`config.mk`:
```
export PLATFORM = sky130hd
export DESIGN_NAME = segmented_phasor_crossfade
export DESIGN_NICKNAME = d
export VERILOG_FILES = /design/src/hw/rtl/spc_pkg.sv /design/src/hw/rtl/segmented_phasor_crossfade.sv /design/src/hw/rtl/spc_ctrl.sv /design/src/hw/rtl/spc_dpath.sv
export SDC_FILE = /design/constraint.sdc
export NUM_CORES = 2
export LEC_CHECK = 0
export BUFFER_PORTS_ARGS = -buffer_cell sky130_fd_sc_hd__buf_2
export CORE_MARGIN = 3
export CORE_UTILIZATION = 46
export CTS_CLUSTER_DIAMETER = 150
export DETAILED_ROUTE_END_ITERATION = 10
export PLACE_DENSITY_LB_ADDON = 0.2
export SLEW_MARGIN = 0
export SYNTH_ARGS = -nofsm -noshare
export SYNTH_HDL_FRONTEND = slang
export SYNTH_HIERARCHICAL = 1
export SYNTH_SLANG_ARGS = --single-unit
```
`constraint.sdc`:
```
create_clock -name clk -period 7.3 [get_ports clk]
set_clock_uncertainty 0.15 [all_clocks]
set_input_delay 1.095 -clock clk [delete_from_list [all_inputs] [get_ports clk]]
set_output_delay 1.095 -clock clk [all_outputs]
set_load 0.05 [all_outputs]
```
`src/hw/rtl/spc_pkg.sv`:
```
package spc_pkg;

  typedef struct packed {
    logic               trig_high;
    logic signed [23:0] step_rate;
    logic [7:0]         start_segment;
    logic [31:0]        start_position;
    logic               loop_on;
  } req_t;

  typedef struct packed {
    logic [7:0]         even_segment;
    logic [31:0]        even_position;
    logic [7:0]         odd_segment;
    logic [31:0]        odd_position;
    logic signed [15:0] crossfade;
    logic               is_running;
  } rsp_t;

  typedef struct packed {
    logic [23:0] overlap_len;
    logic [7:0]  begin_segment;
    logic [31:0] begin_position;
    logic [7:0]  end_segment;
    logic [31:0] end_position;
  } cfg_t;

  typedef enum logic [1:0] {
    HOLD_RUN   = 2'd0,
    HOLD_BEGIN = 2'd1,
    HOLD_END   = 2'd2
  } hold_t;

  typedef enum logic [3:0] {
    S_IDLE,
    S_PREP,
    S_DIV,
    S_XF,
    S_ADV,
    S_CARRY,
    S_ENDCHK,
    S_BEGCHK,
    S_COMMIT,
    S_OUT
  } state_t;

  typedef struct packed {
    logic capture;
    logic prep;
    logic div_step;
    logic xf;
    logic adv;
    logic carry;
    logic endchk;
    logic begchk;
    logic commit;
    logic out_load;
  } cmd_t;

  typedef struct packed {
    logic out_free;
  } stat_t;

  localparam logic [2:0] CFG_OVERLAP_LEN    = 3'd0;
  localparam logic [2:0] CFG_BEGIN_SEGMENT  = 3'd1;
  localparam logic [2:0] CFG_BEGIN_POSITION = 3'd2;
  localparam logic [2:0] CFG_END_SEGMENT    = 3'd3;
  localparam logic [2:0] CFG_END_POSITION   = 3'd4;

  localparam logic [4:0]  DIV_STEPS = 5'd17;
  localparam logic [16:0] RAMP_FULL = 17'd32768;
  localparam logic signed [17:0] XF_FULL = 18'sd16384;

endpackage

```
`src/hw/rtl/segmented_phasor_crossfade.sv`:
```
// Segmented phasor with crossfade, one request per audio sample.
// A request carries the trigger level, the signed rate, the start point and
// the loop flag. Each request produces exactly one result on the output
// channel: segment and position for the even and odd player channels, the
// Q2.14 crossfade and the running flag, all describing the state before the
// position advances.
// The configuration port writes overlap, begin and end bounds; the user must
// write it only while no request is in flight, as the block does not enforce it.
// A request is accepted when req_valid is high and req_stall is low. Its
// result passes through preparation, a 17-step serial divider for the
// crossfade ramp, the crossfade step and the position update (advance,
// carry, end check, begin check, commit) before it is loaded into the output
// register; the next request is taken only after that load.
// While rsp_stall holds a result, the next request is still accepted and
// processed; its result waits in the block until the output register frees.
// Reset clears the play state, the trigger history and all configuration
// registers to their defaults, and empties the output register.
module segmented_phasor_crossfade #(
  parameter int SEGMENT_LENGTH = 16777216,
  parameter int MAX_SEGMENTS   = 256
) (
  input  logic          clk,
  input  logic          rst,
  input  logic          req_valid,
  output logic          req_stall,
  input  spc_pkg::req_t req,
  output logic          rsp_valid,
  input  logic          rsp_stall,
  output spc_pkg::rsp_t rsp,
  input  logic          cfg_we,
  input  logic [2:0]    cfg_index,
  input  logic [31:0]   cfg_data
);
  import spc_pkg::*;

  cfg_t  cfg;
  cmd_t  cmd;
  stat_t stat;

  always_ff @(posedge clk) begin
    if (rst) begin
      cfg.overlap_len    <= '0;
      cfg.begin_segment  <= '0;
      cfg.begin_position <= '0;
      cfg.end_segment    <= 8'hFF;
      cfg.end_position   <= '0;
    end else if (cfg_we) begin
      unique case (cfg_index)
        CFG_OVERLAP_LEN:    cfg.overlap_len    <= cfg_data[23:0];
        CFG_BEGIN_SEGMENT:  cfg.begin_segment  <= cfg_data[7:0];
        CFG_BEGIN_POSITION: cfg.begin_position <= cfg_data;
        CFG_END_SEGMENT:    cfg.end_segment    <= cfg_data[7:0];
        CFG_END_POSITION:   cfg.end_position   <= cfg_data;
        default: ;
      endcase
    end
  end

  spc_ctrl u_ctrl (
    .clk       (clk),
    .rst       (rst),
    .req_valid (req_valid),
    .req_stall (req_stall),
    .stat      (stat),
    .cmd       (cmd)
  );

  spc_dpath #(
    .SEGMENT_LENGTH (SEGMENT_LENGTH),
    .MAX_SEGMENTS   (MAX_SEGMENTS)
  ) u_dpath (
    .clk       (clk),
    .rst       (rst),
    .cfg       (cfg),
    .req       (req),
    .cmd       (cmd),
    .stat      (stat),
    .rsp_valid (rsp_valid),
    .rsp_stall (rsp_stall),
    .rsp       (rsp)
  );

endmodule

```
`src/hw/rtl/spc_ctrl.sv`:
```
module spc_ctrl (
  input  logic           clk,
  input  logic           rst,
  input  logic           req_valid,
  output logic           req_stall,
  input  spc_pkg::stat_t stat,
  output spc_pkg::cmd_t  cmd
);
  import spc_pkg::*;

  state_t     state;
  state_t     state_next;
  logic [4:0] div_cnt;

  always_ff @(posedge clk) begin
    if (rst) begin
      state   <= S_IDLE;
      div_cnt <= '0;
    end else begin
      state <= state_next;
      if (state == S_PREP) begin
        div_cnt <= '0;
      end else if (state == S_DIV) begin
        div_cnt <= div_cnt + 5'd1;
      end
    end
  end

  always_comb begin
    state_next = state;
    unique case (state)
      S_IDLE:   if (req_valid) state_next = S_PREP;
      S_PREP:   state_next = S_DIV;
      S_DIV:    if (div_cnt == DIV_STEPS - 5'd1) state_next = S_XF;
      S_XF:     state_next = S_ADV;
      S_ADV:    state_next = S_CARRY;
      S_CARRY:  state_next = S_ENDCHK;
      S_ENDCHK: state_next = S_BEGCHK;
      S_BEGCHK: state_next = S_COMMIT;
      S_COMMIT: state_next = S_OUT;
      S_OUT:    if (stat.out_free) state_next = S_IDLE;
      default:  state_next = S_IDLE;
    endcase
  end

  always_comb begin
    cmd       = '0;
    req_stall = 1'b1;
    unique case (state)
      S_IDLE: begin
        req_stall   = 1'b0;
        cmd.capture = req_valid;
      end
      S_PREP:   cmd.prep = 1'b1;
      S_DIV:    cmd.div_step = 1'b1;
      S_XF:     cmd.xf = 1'b1;
      S_ADV:    cmd.adv = 1'b1;
      S_CARRY:  cmd.carry = 1'b1;
      S_ENDCHK: cmd.endchk = 1'b1;
      S_BEGCHK: cmd.begchk = 1'b1;
      S_COMMIT: cmd.commit = 1'b1;
      S_OUT:    cmd.out_load = stat.out_free;
      default:  cmd = '0;
    endcase
  end

endmodule

```
`src/hw/rtl/spc_dpath.sv`:
```
module spc_dpath #(
  parameter int SEGMENT_LENGTH = 16777216,
  parameter int MAX_SEGMENTS   = 256
) (
  input  logic           clk,
  input  logic           rst,
  input  spc_pkg::cfg_t  cfg,
  input  spc_pkg::req_t  req,
  input  spc_pkg::cmd_t  cmd,
  output spc_pkg::stat_t stat,
  output logic           rsp_valid,
  input  logic           rsp_stall,
  output spc_pkg::rsp_t  rsp
);
  import spc_pkg::*;

  localparam logic [24:0] SEG_LEN = 25'(SEGMENT_LENGTH);
  localparam logic [23:0] OV_MAX  = 24'(SEGMENT_LENGTH - 1);
  localparam logic [7:0]  SEG_MAX = 8'(MAX_SEGMENTS - 1);

  logic               last_trig;
  logic [7:0]         seg;
  logic [31:0]        pos;
  hold_t              hold;

  logic signed [23:0] rate_q;
  logic               loop_q;
  logic               ovl;
  logic               seg_even;
  logic               div_sat;
  logic [25:0]        rem;
  logic [16:0]        nlow;
  logic [16:0]        quo;
  logic               wrun;
  logic signed [9:0]  wseg;
  logic signed [35:0] wpos;
  rsp_t               r;

  logic [23:0]        ov;
  logic [31:0]        ovq;
  logic [32:0]        spacing;
  logic [7:0]         bseg;
  logic [7:0]         eseg;
  logic [7:0]         sseg;
  logic [23:0]        d;
  logic [24:0]        dd;
  logic [40:0]        num;
  logic [25:0]        rem_sh;
  logic               rem_ge;
  logic [16:0]        ramp;
  logic signed [17:0] xf_even;
  logic signed [35:0] sp36;
  logic signed [35:0] bpos36;
  logic signed [35:0] epos36;
  logic signed [9:0]  bseg10;
  logic signed [9:0]  eseg10;
  logic               end_hit;
  logic               beg_hit;

  always_comb begin
    ov      = (cfg.overlap_len > OV_MAX) ? OV_MAX : cfg.overlap_len;
    ovq     = {ov, 8'h00};
    spacing = {SEG_LEN - {1'b0, ov}, 8'h00};
    bseg    = (cfg.begin_segment > SEG_MAX) ? SEG_MAX : cfg.begin_segment;
    eseg    = (cfg.end_segment > SEG_MAX) ? SEG_MAX : cfg.end_segment;
    sseg    = (req.start_segment > SEG_MAX) ? SEG_MAX : req.start_segment;
    d       = ov - 24'd1;
    dd      = {d, 1'b0};
    num     = {1'b0, pos, 8'h00} + {17'd0, d};
    rem_sh  = {rem[24:0], nlow[16]};
    rem_ge  = rem_sh >= {1'b0, dd};
    ramp    = (div_sat || quo > RAMP_FULL) ? RAMP_FULL : quo;
    xf_even = XF_FULL - signed'({1'b0, ramp});
    sp36    = signed'({3'b000, spacing});
    bpos36  = signed'({4'h0, cfg.begin_position});
    epos36  = signed'({4'h0, cfg.end_position});
    bseg10  = signed'({2'b00, bseg});
    eseg10  = signed'({2'b00, eseg});
    end_hit = (wseg == eseg10 && wpos >= epos36) || (wseg > eseg10);
    beg_hit = (wseg == bseg10 && wpos <= bpos36) || (wseg < bseg10);
  end

  always_ff @(posedge clk) begin
    if (rst) begin
      last_trig <= 1'b0;
      seg       <= '0;
      pos       <= '0;
      hold      <= HOLD_RUN;
    end else begin
      if (cmd.capture) begin
        last_trig <= req.trig_high;
        if (!last_trig && req.trig_high) begin
          seg  <= sseg;
          pos  <= req.start_position;
          hold <= HOLD_RUN;
        end
      end
      if (cmd.prep) begin
        if (hold == HOLD_BEGIN && rate_q > 24'sd0) begin
          hold <= HOLD_RUN;
        end
        if (hold == HOLD_END && rate_q < 24'sd0) begin
          hold <= HOLD_RUN;
        end
      end
      if (cmd.endchk && end_hit && !loop_q) begin
        hold <= HOLD_END;
      end
      if (cmd.begchk && beg_hit && !loop_q) begin
        hold <= HOLD_BEGIN;
      end
      if (cmd.commit) begin
        if (wpos < 36'sd0) begin
          pos <= '0;
        end else if (wpos > 36'sh0FFFFFFFF) begin
          pos <= '1;
        end else begin
          pos <= wpos[31:0];
        end
        if (wseg < 10'sd0) begin
          seg <= '0;
        end else if (wseg > signed'({2'b00, SEG_MAX})) begin
          seg <= SEG_MAX;
        end else begin
          seg <= wseg[7:0];
        end
      end
    end
  end

  always_ff @(posedge clk) begin
    if (cmd.capture) begin
      rate_q <= req.step_rate;
      loop_q <= req.loop_on;
    end
    if (cmd.prep) begin
      seg_even     <= ~seg[0];
      ovl          <= (pos < ovq) && (seg != 8'd0);
      div_sat      <= (ov <= 24'd1) || ({1'b0, num[40:17]} >= dd);
      rem          <= {2'b00, num[40:17]};
      nlow         <= num[16:0];
      quo          <= '0;
      r.is_running <= (hold == HOLD_RUN);
      if (pos < ovq && seg != 8'd0) begin
        if (!seg[0]) begin
          r.even_segment  <= seg;
          r.even_position <= pos;
          r.odd_segment   <= seg - 8'd1;
          r.odd_position  <= spacing[31:0] + pos;
        end else begin
          r.odd_segment   <= seg;
          r.odd_position  <= pos;
          r.even_segment  <= seg - 8'd1;
          r.even_position <= spacing[31:0] + pos;
        end
      end else if (!seg[0]) begin
        r.even_segment  <= seg;
        r.even_position <= pos;
        r.odd_segment   <= '0;
        r.odd_position  <= '0;
      end else begin
        r.odd_segment   <= seg;
        r.odd_position  <= pos;
        r.even_segment  <= '0;
        r.even_position <= '0;
      end
    end
    if (cmd.div_step) begin
      rem  <= rem_ge ? (rem_sh - {1'b0, dd}) : rem_sh;
      nlow <= {nlow[15:0], 1'b0};
      quo  <= {quo[15:0], rem_ge};
    end
    if (cmd.xf) begin
      if (!ovl) begin
        r.crossfade <= seg_even ? -16'sd16384 : 16'sd16384;
      end else if (seg_even) begin
        r.crossfade <= xf_even[15:0];
      end else begin
        r.crossfade <= 16'(-xf_even);
      end
    end
    if (cmd.adv) begin
      wrun <= (hold == HOLD_RUN);
      wseg <= signed'({2'b00, seg});
      if (hold == HOLD_RUN) begin
        wpos <= signed'({4'h0, pos}) + 36'(rate_q);
      end else begin
        wpos <= signed'({4'h0, pos});
      end
    end
    if (cmd.carry && wrun) begin
      if (wpos >= sp36) begin
        wpos <= wpos - sp36;
        wseg <= wseg + 10'sd1;
      end else if (wpos < 36'sd0) begin
        wpos <= wpos + sp36;
        wseg <= wseg - 10'sd1;
      end
    end
    if (cmd.endchk && end_hit) begin
      if (loop_q) begin
        wseg <= bseg10;
        wpos <= wpos - epos36 + bpos36;
      end else begin
        wseg <= eseg10;
        wpos <= epos36;
      end
    end
    if (cmd.begchk && beg_hit) begin
      if (loop_q) begin
        wseg <= eseg10;
        wpos <= wpos - bpos36 + epos36;
      end else begin
        wseg <= bseg10;
        wpos <= bpos36;
      end
    end
  end

  always_ff @(posedge clk) begin
    if (rst) begin
      rsp_valid <= 1'b0;
    end else if (cmd.out_load) begin
      rsp_valid <= 1'b1;
    end else if (!rsp_stall) begin
      rsp_valid <= 1'b0;
    end
  end

  always_ff @(posedge clk) begin
    if (cmd.out_load) begin
      rsp <= r;
    end
  end

  assign stat.out_free = !rsp_valid || !rsp_stall;

endmodule

```
==> run metrics <==
largest area contributor in the netlist=edfxtp_1; Remaining Overflow, GRT=0; Hold Slack=0.267 ns; routed wl met2=62400 um; CP Launch Point=cfg[82]; wire length on met1=59300 um; Via density=6.08; Worst setup SP type=register; crit path capture type=register; Initial Util=46.7%; slew margin rel.=23.2%; Top FF cell, synth=edfxtp_1; Comb power frac=58.9%; CTS tree=built; number of synthesized register bits=485; PwrDens=400 nW/um^2; CORE AREA=82800 sq um; number of hold buffers added after CTS=0; status=finished, final reports clean; cell count after synthesis=4359; 1st-iter DRT viols=3423; Die W=296 um; Std-Cell Rows=105; hold_sp=u_dpath/r[9]; Clock Tree Buf Depth=3; Max Cap Viol=0; initial antenna violation count=3; placer congestion estimate=1.08; DRC=0; CTS buffer count=56; leakage=0.0180 uW; Worst VDD drop=0.269 mV; RSZ-0062 raised after global routing=false; Worst-path clk slew=0.06 ns; R2R Path Start=cfg[82]; crit-path cells=or4_4 -> nor3_2 -> buf_4 -> nand3_1 -> or2_2 -> xnor2_1 -> inv_1 -> ha_1 -> a21o_1 -> nor3_1 -> a211oi_1 -> o41ai_1 -> a21oi_1 -> o221a_2 -> and3_1 -> xnor2_1 -> ha_1 -> nand4_1 -> or2_2 -> or4_1 -> a31o_2 -> o21ai_0; CP arrival=6.92 ns; synthesized area=38700 sq um; final wirelength=141000 um; Fmax=0.152 GHz; fin nets=5060; data required time of the critical path=7.65 ns; max-slew violations=0; final period utilization=90.0%; Post-CTS Setup Repair Bufs=0; H-tree depth=2; Avg WL per Cell=25.0 um; hold crit path type=reg2reg; crit path max-delay cell type=or4_4; clock sink count=485; Psw=8230 uW; Top-Level Pins=205; insertion delay to the later sink of the worst-skew pair=0.69 ns; Detail Route Antenna Nets=0; first-pass GRT wire length=206000 um; Vias=34327; Post-synth EDFFs=289; top cells by area, synth=edfxtp_1 22%, ha_1 12%, dfxtp_1 10%; Final Total Pwr=17200 uW; Synth Warn #=6; Yosys top cell area share=22.4%; Port Buffers=204; Max Used Layer=met4; Die ar.=87600 sq um; internal power=8960 uW; post_cts resized=0; crit-path max cell delay=0.58 ns; syn avg cell area=8.88 sq um; sequential share of power=24.3%; area growth from synthesis to layout=11.0%; Netlist cell types=94; Final Util=51.9%; All-Layer GR Usage=31.4%; Synth async-reset ratio=0%; min Tclk post-route=6.57 ns; share of cells above drive strength 1=11.0%; CP Class=reg2reg; crit-path max FO=9; DR pass1 iterations=6; met3 WL=10700 um; Slew @ Worst Pin=1.14 ns; clock group share of total power=16.8%; vias in the first global route=31887; largest net degree at the start of global routing=105; post-DP HPWL=110000 um; CTS root buffer=clkbuf_16; Die Span Y=296 um; Sw Ratio=47.9%; Bufs and invs on worst path=2; final setup TNS=0 ns; final hold vios=0; setup violators final=0; post-synthesis sequential area ratio=32.6%; CP delay by family, top=simple AND/OR/NAND/NOR gates; syn nets=4893
## worst paths after layout
check	end	slack [ns]	cells past startpoint
setup / recovery	u_dpath/div_sat	0.73	22
hold / removal	u_dpath/rsp[9]	0.27	0
setup reg to reg	u_dpath/div_sat	0.73	22
hold reg to reg	u_dpath/rsp[9]	0.27	0
## layout make-up
class                      count  area [sq um]
clock buffer                  62          1420
timing repair buffer         296          1740
clock inverter                43           448
sequential                   485         12600
inverter                     381          1430
antenna                        1          2.50
multi-input combinational   3306         24000
tap                         1070          1340
fill                        7894         39800
## power by group through the flow
stage               combinational (uW)  sequential [uW]  clock, uW
detailed placement                9850             4200          0
CTS                               9910             4150       2940
global route                     11100             4210       3040
floorplan                         7160             3910          0
global placement                  9820             4200          0
finish                           10100             4180       2890
## registers in the layout, summed over array words and instances (netlist names), 2 cells and up
| register | flops |
|---|---|
| u_dpath/pos | 32 |
| u_dpath/hold | 2 |
| u_dpath/rem | 25 |
| u_dpath/nlow | 17 |
| u_ctrl/div_cnt | 5 |
| u_dpath/rsp | 97 |
| u_dpath/wseg | 10 |
| u_dpath/r | 97 |
| u_dpath/rate_q | 24 |
| u_dpath/seg | 8 |
| u_ctrl/state | 4 |
| u_dpath/quo | 17 |
| cfg | 104 |
| u_dpath/wpos | 36 |
## layout by cell type (no fill, tap or decap), types with 17 or more instances in the layout
cell type | Yosys | routed
nand3_1 | 99 | 99
buf_2 | 22 | 203
nor3_1 | 58 | 57
nor2_1 | 300 | 297
o221ai_1 | 22 | 22
ha_1 | 358 | 358
and3_1 | 46 | 46
xor2_1 | 58 | 58
a21o_1 | 100 | 100
o22ai_1 | 30 | 30
and2_1 | 45 | 45
or2_2 | 19 | 19
nor2b_1 | 42 | 41
o21ai_0 | 313 | 313
a211oi_1 | 86 | 86
mux2i_1 | 150 | 150
nand4_1 | 49 | 49
fa_1 | 70 | 70
clkbuf_16 | 0 | 56
mux2_2 | 49 | 49
or3_1 | 27 | 27
o21bai_1 | 27 | 27
a21oi_1 | 274 | 274
xnor2_1 | 150 | 150
a221o_1 | 17 | 17
edfxtp_1 | 289 | 289
o21a_1 | 43 | 43
inv_1 | 376 | 375
nand2b_1 | 175 | 175
a31oi_1 | 47 | 46
a221oi_1 | 19 | 19
o211ai_1 | 70 | 70
buf_4 | 4 | 91
dfxtp_1 | 196 | 195
nor4_1 | 18 | 18
nand2_1 | 328 | 328
## Yosys cell counts (all sizes together), types with 43 or more instances
library cell	count
clkbuf	145
fa	70
o21ai	315
a31oi	47
nor2	300
and3	46
edfxtp	289
o21a	43
inv	378
xnor2	150
nand3	99
o211ai	72
nand2	328
nand4	50
a21o	100
dfxtp	196
and2	46
a21oi	276
nand2b	175
xor2	58
mux2i	150
ha	358
nor3	59
mux2	49
a211oi	88
## per-layer routing
layer / vias up / GRT usage [%]
li1: 16090 / -
met4: 0 / 16.1
met3: 295 / 4.31
met5: - / 0
met1: 16493 / 42.3
met2: 1449 / 49.5
## logic make-up (layout without fill, tap and decap cells)
kind of cell	count (synthesis)	in the layout	synth area share (%)
and+or+nand+nor	1258	1258	16.2
muxes	199	199	5.31
DFF	485	485	32.6
other	1	2	0.00969
xor gates and xnor gates	208	208	4.71
adders and majority gates	428	428	15.2
buffers and inverters	568	782	5.72
AOI/OAI and AO/OA	1212	1212	20.3
## per-stage QoR
step	worst slack [ns]	std cells	instance area (sq um)
finish	0.730	5644	43000
global route	0.391	5643	43000
CTS	0.857	5643	43000
detailed placement	0.874	5538	41100
global placement	0.999	5538	41100
floorplan	1.28	4359	38700
Power figures use the tool's default switching activity.
